===== config.mk =====
export PLATFORM = sky130hd
export DESIGN_NAME = comment_utf8_validator
export DESIGN_NICKNAME = d
export VERILOG_FILES = /design/src/cuv_pkg.sv /design/src/cuv_scan.sv /design/src/comment_utf8_validator.sv
export VERILOG_INCLUDE_DIRS = /design/src /design/src/src
export SDC_FILE = /design/constraint.sdc
export NUM_CORES = 1
export LEC_CHECK = 0
export ABC_AREA = 0
export BUFFER_PORTS_ARGS = -buffer_cell sky130_fd_sc_hd__buf_2
export CAP_MARGIN = 15
export CORE_ASPECT_RATIO = 1.2
export CORE_MARGIN = 1.5
export CORE_UTILIZATION = 35
export CTS_CLUSTER_DIAMETER = 200
export DETAILED_ROUTE_END_ITERATION = 10
export GPL_TIMING_DRIVEN = 0
export SYNTH_ARGS = -nofsm -noshare
export SYNTH_HDL_FRONTEND = slang
export SYNTH_SLANG_ARGS = --single-unit

===== constraint.sdc =====
create_clock -name clock -period 4.5 [get_ports clock]
set_clock_uncertainty 0.1 [all_clocks]
set_input_delay 0.9 -clock clock [delete_from_list [all_inputs] [get_ports clock]]
set_output_delay 0.9 -clock clock [all_outputs]
set_load 0.005 [all_outputs]

===== src/comment_utf8_validator_defines.svh =====
// Assertion macros shared by the comment validator RTL files.
`ifndef COMMENT_UTF8_VALIDATOR_DEFINES_SVH
`define COMMENT_UTF8_VALIDATOR_DEFINES_SVH

`ifndef NO_ASSERTIONS

// Checks a property on every rising clock edge outside reset.
`define CUV_ASSERT(label, prop) \
   label: assert property (@(posedge clock) disable iff (reset) (prop)) \
      else $error("comment validator check failed");

// Checks that a condition implies a consequence in the same cycle.
`define CUV_ASSERT_IMPLY(label, cond, cons) \
   label: assert property (@(posedge clock) disable iff (reset) (cond) |-> (cons)) \
      else $error("comment validator implication failed");

`else

`define CUV_ASSERT(label, prop)
`define CUV_ASSERT_IMPLY(label, cond, cons)

`endif

`endif


===== src/cuv_pkg.sv =====
// Types, constants and byte classification functions for the comment validator.
`timescale 1ns / 1ps
`default_nettype none

package cuv_pkg;

   // Verdict codes carried on the result channel.
   typedef enum logic [2:0] {
      VERDICT_OK         = 3'd0,
      VERDICT_NO_EQUALS  = 3'd1,
      VERDICT_BAD_NAME   = 3'd2,
      VERDICT_BAD_LENGTH = 3'd3,
      VERDICT_TRUNCATED  = 3'd4,
      VERDICT_BAD_SEQ    = 3'd5
   } verdict_type;

   // Scan phase of the comment in progress.
   typedef enum logic [1:0] {
      PH_NAME  = 2'd0,
      PH_VALUE = 2'd1,
      PH_DONE  = 2'd2
   } phase_type;

   // One accepted input byte.
   typedef struct packed {
      logic       valid;
      logic [7:0] text_byte;
      logic       final_byte;
   } byte_type;

   // One verdict leaving the scanner.
   typedef struct packed {
      logic        valid;
      verdict_type verdict;
   } result_type;

   localparam logic [7:0] NAME_MIN    = 8'h20;
   localparam logic [7:0] NAME_MAX    = 8'h7D;
   localparam logic [7:0] EQUALS_CHAR = 8'h3D;
   localparam logic [7:0] NUL_CHAR    = 8'h00;
   localparam logic [7:0] CONT_MASK   = 8'hC0;
   localparam logic [7:0] CONT_MARK   = 8'h80;
   localparam logic [7:0] LEAD2_MASK  = 8'hFE;
   localparam logic [7:0] LEAD2_LOW   = 8'hC0;
   localparam logic [7:0] LEAD3_LOW   = 8'hE0;
   localparam logic [7:0] LEAD3_SURR  = 8'hED;
   localparam logic [7:0] LEAD4_LOW   = 8'hF0;
   localparam logic [7:0] LEAD4_HIGH  = 8'hF4;
   localparam logic [7:0] CONT_MIN    = 8'h80;
   localparam logic [7:0] CONT_MAX    = 8'hBF;
   localparam logic [7:0] CONT_E0_MIN = 8'hA0;
   localparam logic [7:0] CONT_ED_MAX = 8'h9F;
   localparam logic [7:0] CONT_F0_MIN = 8'h90;
   localparam logic [7:0] CONT_F4_MAX = 8'h8F;

   // Character length from its lead byte; zero marks a bad length marker.
   function automatic logic [2:0] lead_length(input logic [7:0] b);
      logic [2:0] len;
      begin
         if (!b[7])      len = 3'd1;
         else if (!b[6]) len = 3'd0;
         else if (!b[5]) len = 3'd2;
         else if (!b[4]) len = 3'd3;
         else if (!b[3]) len = 3'd4;
         else if (!b[2]) len = 3'd5;
         else if (!b[1]) len = 3'd6;
         else            len = 3'd0;
         return len;
      end
   endfunction

   // Checks one continuation byte against the lead; second marks the second byte.
   function automatic logic cont_ok(input logic [2:0] len, input logic [7:0] lead,
                                    input logic second, input logic [7:0] b);
      logic is_cont;
      logic ok;
      begin
         is_cont = (b & CONT_MASK) == CONT_MARK;
         ok = 1'b0;
         if (len == 3'd2) begin
            ok = is_cont && ((lead & LEAD2_MASK) != LEAD2_LOW);
         end else if (len == 3'd3) begin
            if (second && lead == LEAD3_LOW)       ok = (b >= CONT_E0_MIN) && (b <= CONT_MAX);
            else if (second && lead == LEAD3_SURR) ok = (b >= CONT_MIN) && (b <= CONT_ED_MAX);
            else                                   ok = is_cont;
         end else if (len == 3'd4) begin
            if (lead > LEAD4_HIGH)                 ok = 1'b0;
            else if (second && lead == LEAD4_LOW)  ok = (b >= CONT_F0_MIN) && (b <= CONT_MAX);
            else if (second && lead == LEAD4_HIGH) ok = (b >= CONT_MIN) && (b <= CONT_F4_MAX);
            else                                   ok = is_cont;
         end
         return ok;
      end
   endfunction

endpackage

`default_nettype wire


===== src/cuv_scan.sv =====
// Per-byte scanner: holds the comment state and decides the verdict on the last byte.
`timescale 1ns / 1ps
`default_nettype none
`include "comment_utf8_validator_defines.svh"

module cuv_scan
   import cuv_pkg::*;
(
   input  wire        clock,
   input  wire        reset,
   input  wire byte_type in_byte,
   output result_type result
);

   phase_type   phase_ff, phase_in;
   logic        name_invalid_ff, name_invalid_in;
   logic [2:0]  seq_length_ff, seq_length_in;
   logic [2:0]  seq_remaining_ff, seq_remaining_in;
   logic [7:0]  lead_value_ff, lead_value_in;
   logic        seq_invalid_ff, seq_invalid_in;
   verdict_type first_error_ff, first_error_in;

   logic [7:0] b;
   logic [2:0] new_len;
   logic       second_byte;
   logic       cont_good;
   logic [2:0] remaining_dec;
   logic       seq_bad;

   // State registers.
   always_ff @(posedge clock) begin
      if (reset) begin
         phase_ff         <= PH_NAME;
         name_invalid_ff  <= 1'b0;
         seq_length_ff    <= 3'd0;
         seq_remaining_ff <= 3'd0;
         lead_value_ff    <= 8'h00;
         seq_invalid_ff   <= 1'b0;
         first_error_ff   <= VERDICT_OK;
      end else begin
         phase_ff         <= phase_in;
         name_invalid_ff  <= name_invalid_in;
         seq_length_ff    <= seq_length_in;
         seq_remaining_ff <= seq_remaining_in;
         lead_value_ff    <= lead_value_in;
         seq_invalid_ff   <= seq_invalid_in;
         first_error_ff   <= first_error_in;
      end
   end

   // Byte classification used by the value phase.
   assign b             = in_byte.text_byte;
   assign new_len       = lead_length(b);
   assign second_byte   = seq_remaining_ff == (seq_length_ff - 3'd1);
   assign cont_good     = cont_ok(seq_length_ff, lead_value_ff, second_byte, b);
   assign remaining_dec = seq_remaining_ff - 3'd1;
   assign seq_bad       = seq_invalid_ff | ~cont_good;

   // Next state and verdict.
   always_comb begin
      phase_in         = phase_ff;
      name_invalid_in  = name_invalid_ff;
      seq_length_in    = seq_length_ff;
      seq_remaining_in = seq_remaining_ff;
      lead_value_in    = lead_value_ff;
      seq_invalid_in   = seq_invalid_ff;
      first_error_in   = first_error_ff;
      result.valid     = 1'b0;
      result.verdict   = VERDICT_OK;

      if (in_byte.valid) begin
         unique case (phase_ff)
            PH_NAME: begin
               // A zero byte ends the name with no equals sign.
               if (b == NUL_CHAR) begin
                  first_error_in = VERDICT_NO_EQUALS;
                  phase_in       = PH_DONE;
               end else if (b == EQUALS_CHAR) begin
                  if (name_invalid_ff) begin
                     first_error_in = VERDICT_BAD_NAME;
                     phase_in       = PH_DONE;
                  end else begin
                     phase_in = PH_VALUE;
                  end
               end else if (b < NAME_MIN || b > NAME_MAX) begin
                  name_invalid_in = 1'b1;
               end
            end
            PH_VALUE: begin
               if (seq_remaining_ff == 3'd0) begin
                  // Lead byte of a new character.
                  if (new_len == 3'd0) begin
                     first_error_in = VERDICT_BAD_LENGTH;
                     phase_in       = PH_DONE;
                  end else if (new_len != 3'd1) begin
                     seq_length_in    = new_len;
                     seq_remaining_in = new_len - 3'd1;
                     lead_value_in    = b;
                     seq_invalid_in   = new_len >= 3'd5;
                  end
               end else begin
                  // Continuation byte; the verdict waits for the full character.
                  seq_invalid_in   = seq_bad;
                  seq_remaining_in = remaining_dec;
                  if (remaining_dec == 3'd0 && seq_bad) begin
                     first_error_in = VERDICT_BAD_SEQ;
                     phase_in       = PH_DONE;
                  end
               end
            end
            default: begin
            end
         endcase

         // The last byte yields the verdict and restarts the scanner.
         if (in_byte.final_byte) begin
            result.valid = 1'b1;
            if (phase_in == PH_DONE)            result.verdict = first_error_in;
            else if (phase_in == PH_NAME)       result.verdict = VERDICT_NO_EQUALS;
            else if (seq_remaining_in != 3'd0)  result.verdict = VERDICT_TRUNCATED;
            else                                result.verdict = VERDICT_OK;
            phase_in         = PH_NAME;
            name_invalid_in  = 1'b0;
            seq_length_in    = 3'd0;
            seq_remaining_in = 3'd0;
            lead_value_in    = 8'h00;
            seq_invalid_in   = 1'b0;
            first_error_in   = VERDICT_OK;
         end
      end
   end

   // A character in progress exists only in the value phase.
   `CUV_ASSERT_IMPLY(a_remaining_in_value, seq_remaining_ff != 3'd0, phase_ff == PH_VALUE)
   // Bytes still to come are fewer than the character length.
   `CUV_ASSERT_IMPLY(a_remaining_below_len, seq_remaining_ff != 3'd0,
                     seq_remaining_ff < seq_length_ff)
   // A recorded error and the decided phase always go together.
   `CUV_ASSERT(a_error_means_done, (phase_ff == PH_DONE) == (first_error_ff != VERDICT_OK))

endmodule

`default_nettype wire


===== src/comment_utf8_validator.sv =====
// Top level of the name=value comment validator with its result register.
//
//  Channel  Direction  Payload                            Marker
//  req_     in         tdata[7:0] text_byte               tlast = final_byte
//  rsp_     out        tdata[2:0] verdict, [7:3] zero     none
//
// A new byte can be accepted in every cycle while the result register is empty or being emptied.
// A verdict appears in the result register in the cycle after the last byte is accepted.
// The scanner state update is the single combinational step between transfers.
// Reset is synchronous and clears the scanner and the result valid flag, not the verdict data.
// A stalled result holds the input only while the result register is full.
`timescale 1ns / 1ps
`default_nettype none
`include "comment_utf8_validator_defines.svh"

module comment_utf8_validator
   import cuv_pkg::*;
(
   input  wire        clock,
   input  wire        reset,
   input  wire        req_tvalid,
   output logic       req_tready,
   input  wire  [7:0] req_tdata,   // [7:0] text_byte
   input  wire        req_tlast,
   output logic       rsp_tvalid,
   input  wire        rsp_tready,
   output logic [7:0] rsp_tdata    // [2:0] verdict, [7:3] zero
);

   logic        rsp_tvalid_ff, rsp_tvalid_in;
   verdict_type verdict_ff;
   byte_type    in_byte;
   result_type  result;

   // Input transfer feeds the scanner directly.
   assign req_tready         = ~rsp_tvalid_ff | rsp_tready;
   assign in_byte.valid      = req_tvalid & req_tready;
   assign in_byte.text_byte  = req_tdata;
   assign in_byte.final_byte = req_tlast;

   cuv_scan u_scan (
      .clock   (clock),
      .reset   (reset),
      .in_byte (in_byte),
      .result  (result)
   );

   // Result register: filled by a verdict, emptied by an output transfer.
   assign rsp_tvalid_in = result.valid | (rsp_tvalid_ff & ~rsp_tready);

   always_ff @(posedge clock) begin
      if (reset) begin
         rsp_tvalid_ff <= 1'b0;
      end else begin
         rsp_tvalid_ff <= rsp_tvalid_in;
      end
   end

   always_ff @(posedge clock) begin
      if (result.valid) begin
         verdict_ff <= result.verdict;
      end
   end

   assign rsp_tvalid = rsp_tvalid_ff;
   assign rsp_tdata  = {5'd0, verdict_ff};

   // A verdict never overwrites a result that is still waiting.
   `CUV_ASSERT_IMPLY(a_no_overwrite, result.valid, ~rsp_tvalid_ff | rsp_tready)
   // Valid results carry a defined verdict code.
   `CUV_ASSERT_IMPLY(a_verdict_range, rsp_tvalid_ff, verdict_ff <= VERDICT_BAD_SEQ)

endmodule

`default_nettype wire


# Yosys cells after proc, flatten, opt, wreduce, memory -nomap -nowiden
# Index checks and enable logic that the tools add are counted.
[totals] reg_bits=25 elab_cells=139
[op_classes] add_sub_neg=3 order_cmp=10 eq_ne=19 n_mux=63 n_bitwise=8 reduce_logical=27
[op_table] cell="3-bit 2-to-1 mux" n=28
[op_table] cell="8-bit 2-to-1 mux" n=5
[op_table] cell="8-bit == test, second input constant" n=4
[op_table] cell="8-bit >= comparator, second input constant" n=3
[op_table] cell="8-bit less-or-equal comparator, second input constant" n=3
[op_table] cell="1-bit 2-to-1 mux" n=18
[op_table] cell="2-bit 2-to-1 mux" n=8
[op_table] cell="1-bit logical AND" n=10
[op_table] cell="5-bit AND reduction" n=2
[op_table] cell="2-bit nonzero test" n=5
[op_table] cell="3-bit zero test" n=3
[op_table] cell="3-bit by 1-bit subtractor with 3-bit output, second input constant" n=3
[op_table] cell="8-bit by 6-bit == test with 1-bit output, second input constant" n=1
[op_table] cell="8-bit by 7-bit > comparator with 1-bit output, second input constant" n=1
[op_table] cell="8-bit > comparator, second input constant" n=1
[op_table] cell="8-bit zero test" n=1
[op_table] cell="8-bit by 6-bit < comparator with 1-bit output, second input constant" n=1
[op_table] cell="4-bit 2-to-1 mux" n=2
[op_table] cell="7-bit inequality test, second input constant" n=1
[op_table] cell="3-bit by 2-bit == test with 1-bit output, second input constant" n=2
[op_table] cell="2-bit inequality test, second input constant" n=3
[op_table] cell="3-bit inequality test, second input constant" n=2
[op_table] cell="3-bit case mux with 2 select lines" n=1
[op_table] cell="2-bit == test, second input constant" n=2
[op_table] cell="14 further kinds" n=20

# Longest topological paths before layout
[depth] ltp_word=22 depth_mapped=15 mapped_depth_nobuf=13

# Hierarchy
# Synthesis repeated with hierarchy kept, for this count alone.
[hier_totals] cells_unflattened=225 hier_area_um2=1823.0
[modules_own_cells] module="cuv_scan" instances=1 cells_each=211 area_each_um2=1636.6 seq_area_each_um2=420.4
[modules_own_cells] module="comment_utf8_validator" instances=1 cells_each=14 area_each_um2=186.4 seq_area_each_um2=110.1

# Worst setup path after synthesis
# No wires, ideal clock.
[synth_path] path_type="input to register" from="input port req_tdata[5]" to="register verdict_ff[2], data pin" setup_ns=0.261 t_arrival_ns=2.851 slack_ns=1.288 stages=13 path_buffers=2 cell_sequence="buf_2 -> nand2_1 -> a21oi_1 -> nand2b_1 -> inv_1 -> ha_1 -> ha_1 -> clkbuf_1 -> or3_1 -> o221ai_1 -> nand3_1 -> nand2_1 -> mux2i_1"
[synth_via] elab_chain_cells=18 word_cells_on_any_way=53 classes_between="add/sub (1); order compare (6); eq/ne (3); mux (32); bitwise (2); reduce/logical (9)"
[synth_rtl] item="start: declaration" line_no="comment_utf8_validator.sv:23" rtl="input wire [7:0] req_tdata,"
[synth_rtl] item="8-bit >= comparator / 8-bit less-or-equal comparator (equally long branches)" line_no="cuv_pkg.sv:84, cuv_pkg.sv:89"
[synth_rtl] item="1-bit logical AND" line_no="cuv_pkg.sv:89" rtl="else if (second && lead == LEAD4_HIGH) ok = (b >= CONT_MIN) && (b <= CONT_F4_MAX);"
[synth_rtl] item="1-bit 2-to-1 mux" line_no="cuv_pkg.sv:89"
[synth_rtl] item="1-bit 2-to-1 mux" line_no="cuv_pkg.sv:88" rtl="else if (second && lead == LEAD4_LOW) ok = (b >= CONT_F0_MIN) && (b <= CONT_MAX);"
[synth_rtl] item="1-bit 2-to-1 mux" line_no="cuv_pkg.sv:87" rtl="if (lead > LEAD4_HIGH) ok = 1'b0;"
[synth_rtl] item="1-bit 2-to-1 mux" line_no="cuv_pkg.sv:86" rtl="end else if (len == 3'd4) begin"
[synth_rtl] item="1-bit 2-to-1 mux" line_no="cuv_pkg.sv:82" rtl="end else if (len == 3'd3) begin"
[synth_rtl] item="1-bit 2-to-1 mux" line_no="cuv_pkg.sv:80" rtl="if (len == 3'd2) begin"
[synth_rtl] item="[2 not listed]"
[synth_rtl] item="1-bit logical AND" line_no="cuv_scan.sv:105" rtl="if (remaining_dec == 3'd0 && seq_bad) begin"
[synth_rtl] item="2-bit 2-to-1 mux" line_no="cuv_scan.sv:105"
[synth_rtl] item="2-bit 2-to-1 mux" line_no="cuv_scan.sv:90" rtl="if (seq_remaining_ff == 3'd0) begin"
[synth_rtl] item="2-bit case mux with 2 select lines" line_no="cuv_scan.sv:72" rtl="unique case (phase_ff)"
[synth_rtl] item="2-bit 2-to-1 mux" line_no="cuv_scan.sv:71" rtl="if (in_byte.valid) begin"
[synth_rtl] item="2-bit zero test" line_no="cuv_scan.sv:119" rtl="else if (phase_in == PH_NAME) result.verdict = VERDICT_NO_EQUALS;"
[synth_rtl] item="3-bit 2-to-1 mux" line_no="cuv_scan.sv:119"
[synth_rtl] item="3-bit 2-to-1 mux (*)" line_no="cuv_scan.sv:118" rtl="if (phase_in == PH_DONE) result.verdict = first_error_in;"
[synth_rtl] item="end signal: assignment" line_no="comment_utf8_validator.sv:61" rtl="verdict_ff <= result.verdict;"
[synth_rtl] item="end: declaration" line_no="comment_utf8_validator.sv:31" rtl="verdict_type verdict_ff;"
# Mark *: on every way between the ends. The rest lies on a longest branch, timed or not. The select of a mux whose other input is x is not followed.
# A chain may end at the register's enable or synchronous reset.

# Final worst setup path
[layout_path] from="input port req_tdata[2]" to="register verdict_ff[2], data pin"
# The elaborated chain is that of the path after synthesis.

==> reports/qor.yml <==
hold_start: "u_scan.seq_invalid_ff"
grt_pass1_vias: 1653
reg2reg_slack_ns: 1.78
muxShareOfSynthArea_pct: 1.07
synth-seq-area-share_pct: 28.4
crit_type: "input pin to flop"
hpwl_mm: 3.63
final_core_util_pct: 41.3
ff2ff_path_depth: 11
period_share_pct: 74.8
synth_area_um2: 1870
syn2layout_area_growth_pct: 11.4
start_util_pct: 37.1
clk_path_buf_depth: 2
drv_slew: 0
synth_common_cells: "nor2_1, dfxtp_1, nand2_1, a22oi_1, a21oi_1"
antenna_found_initial: 0
maxCapViolations: 0
tritoncts: "built"
synth_fa_ha_area_share_pct: 6.69
design_area_um2: 2080
detail_route.first_pass.iterations: 4
drc_errors: 0
period_needed_ns: 3.36
crit_chain: "buf_2, nand2b_1, a21oi_1, nand2b_1, inv_1, ha_1, ha_1, clkbuf_1, or3_1, o221ai_1, nand3_1, nand2_1, mux2i_1"
postCtsSetupBuffers: 0
yosysMostFrequentCell: "nor2_1"
crit_fanout: 8
synth.area.top_cells: "dfxtp_1, nor2_1, ha_1"
track_usage_pct: 16.5
ys_ff_latch: 25
crit_start: "req_tdata[2]"
grt_pass1_wl_mm: 7.98
io_buffers: 15
dieArea_um2: 5790
synth-edff-count: 3
grtUsageMet3_pct: 2.31
initialDrtViolationCount: 132
synth_area_leader_cell: "dfxtp_1"
clk_pin_slew_worst_paths_ns: 0.11
netlist_instances: 236
synth_top_flop_cell: "dfxtp_1"
slowest_stage: "or3_1"
ir_worst_vdd_mv: 0.101
yosysWarningCount: 0
gp_congestion: 0.885
grt.met1_usage_pct: 21.8
avgSynthCellArea_um2: 7.92
worstHoldPathType: "flop to flop"
die_width_um: 69.7
holdPathStages: 2
grt_use_met2_pct: 27.7
pin_count: 23
finalSetupViolCount: 0
worst_slew_pin_slew_ns: 0.708
core-area_um2: 5040
top_usage_layer: "met2"
grt.overflow.total: 0
grt_max_degree: 16
synth_top_area_share_pct: 23.6
postPlaceCellArea_um2: 2030
hold_violations: 0
leakagePower_uw: 0.000754
critical_path_arrival_ns: 3.31
async_reset_ff_share_pct: 0
crit_required_ns: 4.45
synth_compound_area_share_pct: 23.3
h-tree-depth: 1
cts_hold_buffers: 0
num_rows: 28
fill_cells: 535
ant_nets: 0
relSlewSlack_pct: 52.5
totalWireLength_mm: 4.81
ctsResizeCount: 0
endpoint_kind: "flop"
status: "finished, final reports clean"
critPathMaxStageDelay_ns: 0.48
root_buffer: "clkbuf_8"
cts.sinks: 25
fmax_mhz: 297
viasPerCell: 5.51
netlist-cell-type-count: 60
n_antenna_cell: 0
r2r-start: "u_scan.seq_remaining_ff[0]"
cts_buffers: 3
tns_ns: 0
drive_above_1_share_pct: 16.6
fin_nets: 283
wl_per_cell_um: 15.1
synthSimpleGateAreaFrac_pct: 30.1
dieHeight_um: 83.1
clock_insertion_delay_worst_skew_ns: 0.29
synth_xor_area_share_pct: 2.21
finalHoldWorstSlack_ns: 0.408
cellPowerDensity_nw_per_um2: 212
routed-via-count: 1757
rsz0062_at_grt: "false"
startpoint_type: "input pin"
synth_top_family_by_area: "simple AND/OR/NAND/NOR gates"
## cells by family after synthesis
group | after synthesis
other | 1
and+or+nand+nor | 109
muxes | 2
adders and majority gates | 10
xor gates and xnor gates | 3
DFF | 25
AOI/OAI and AO/OA | 58
buffers and inverters | 28
## where the power goes
part / total [µW] / switching (µW) / internal, µW / leakage [µW]
registers: 231 / 2.01 / 229 / 0.000207
logic: 61.1 / 39.2 / 21.9 / 0.000526
clock network: 149 / 86.2 / 63.2 / 0.0000217
## path summary, 6_finish.rpt
check,endpoint
min,u_scan.seq_invalid_ff
min reg2reg,u_scan.seq_invalid_ff
max reg2reg,verdict_ff[2]
max,verdict_ff[2]
## placed cells by master, fill, tap and decap left out, types with 7 or more instances in the layout
| cell type | instances |
|---|---|
| inv_1 | 10 |
| dfxtp_1 | 22 |
| nand3_1 | 7 |
| ha_1 | 10 |
| buf_4 | 8 |
| nand2_1 | 17 |
| buf_2 | 17 |
| a22oi_1 | 14 |
| nor3_1 | 12 |
| nor2_1 | 35 |
| a21oi_1 | 13 |
## metrics by stage
step,cells,power (µW),setup WS (ns)
after floorplan,240,274,1.29
after global placement,315,296,0.891
after detailed placement,315,296,0.853
after CTS,319,439,1.16
after global routing,319,456,1.00
final,319,441,1.14
## final cells by class
cell class | count | area [µm²] | share of cell area [%]
Tap cell | 60 | 75.1 | 3.60
Timing Repair Buffer | 15 | 75.1 | 3.60
Buffer | 18 | 113 | 5.41
Clock buffer | 3 | 41.3 | 1.98
Inverter | 10 | 37.5 | 1.80
Multi-Input combinational cell | 187 | 1200 | 57.8
Sequential cell | 25 | 531 | 25.5
Clock inverter | 1 | 7.51 | 0.360
## sequential cells by signal, indices dropped and copies added, names as in the netlist
name                     flops
u_scan.first_error_ff        3
rsp_tvalid                   1
u_scan.seq_length_ff         3
u_scan.name_invalid_ff       1
u_scan.lead_value_ff         8
u_scan.seq_remaining_ff      3
verdict_ff                   3
u_scan.phase_ff              2
u_scan.seq_invalid_ff        1
## worst max-delay path: cells and delay by family
kind	cells	cell delay, ns
AO/OA/AOI/OAI	2	0.54
multiplexers	1	0.06
adder cells (fa/ha/maj)	2	0.35
buffers and inverters	3	0.38
AND/OR/NAND/NOR	5	1.08
## layer usage
layer	part of all wire (%)	routed length, µm
met3	3.8	184
met1	47	2260
met5	0	0
met4	2.2	106
met2	47	2250
No activity file was read; power rests on OpenSTA's default activity.
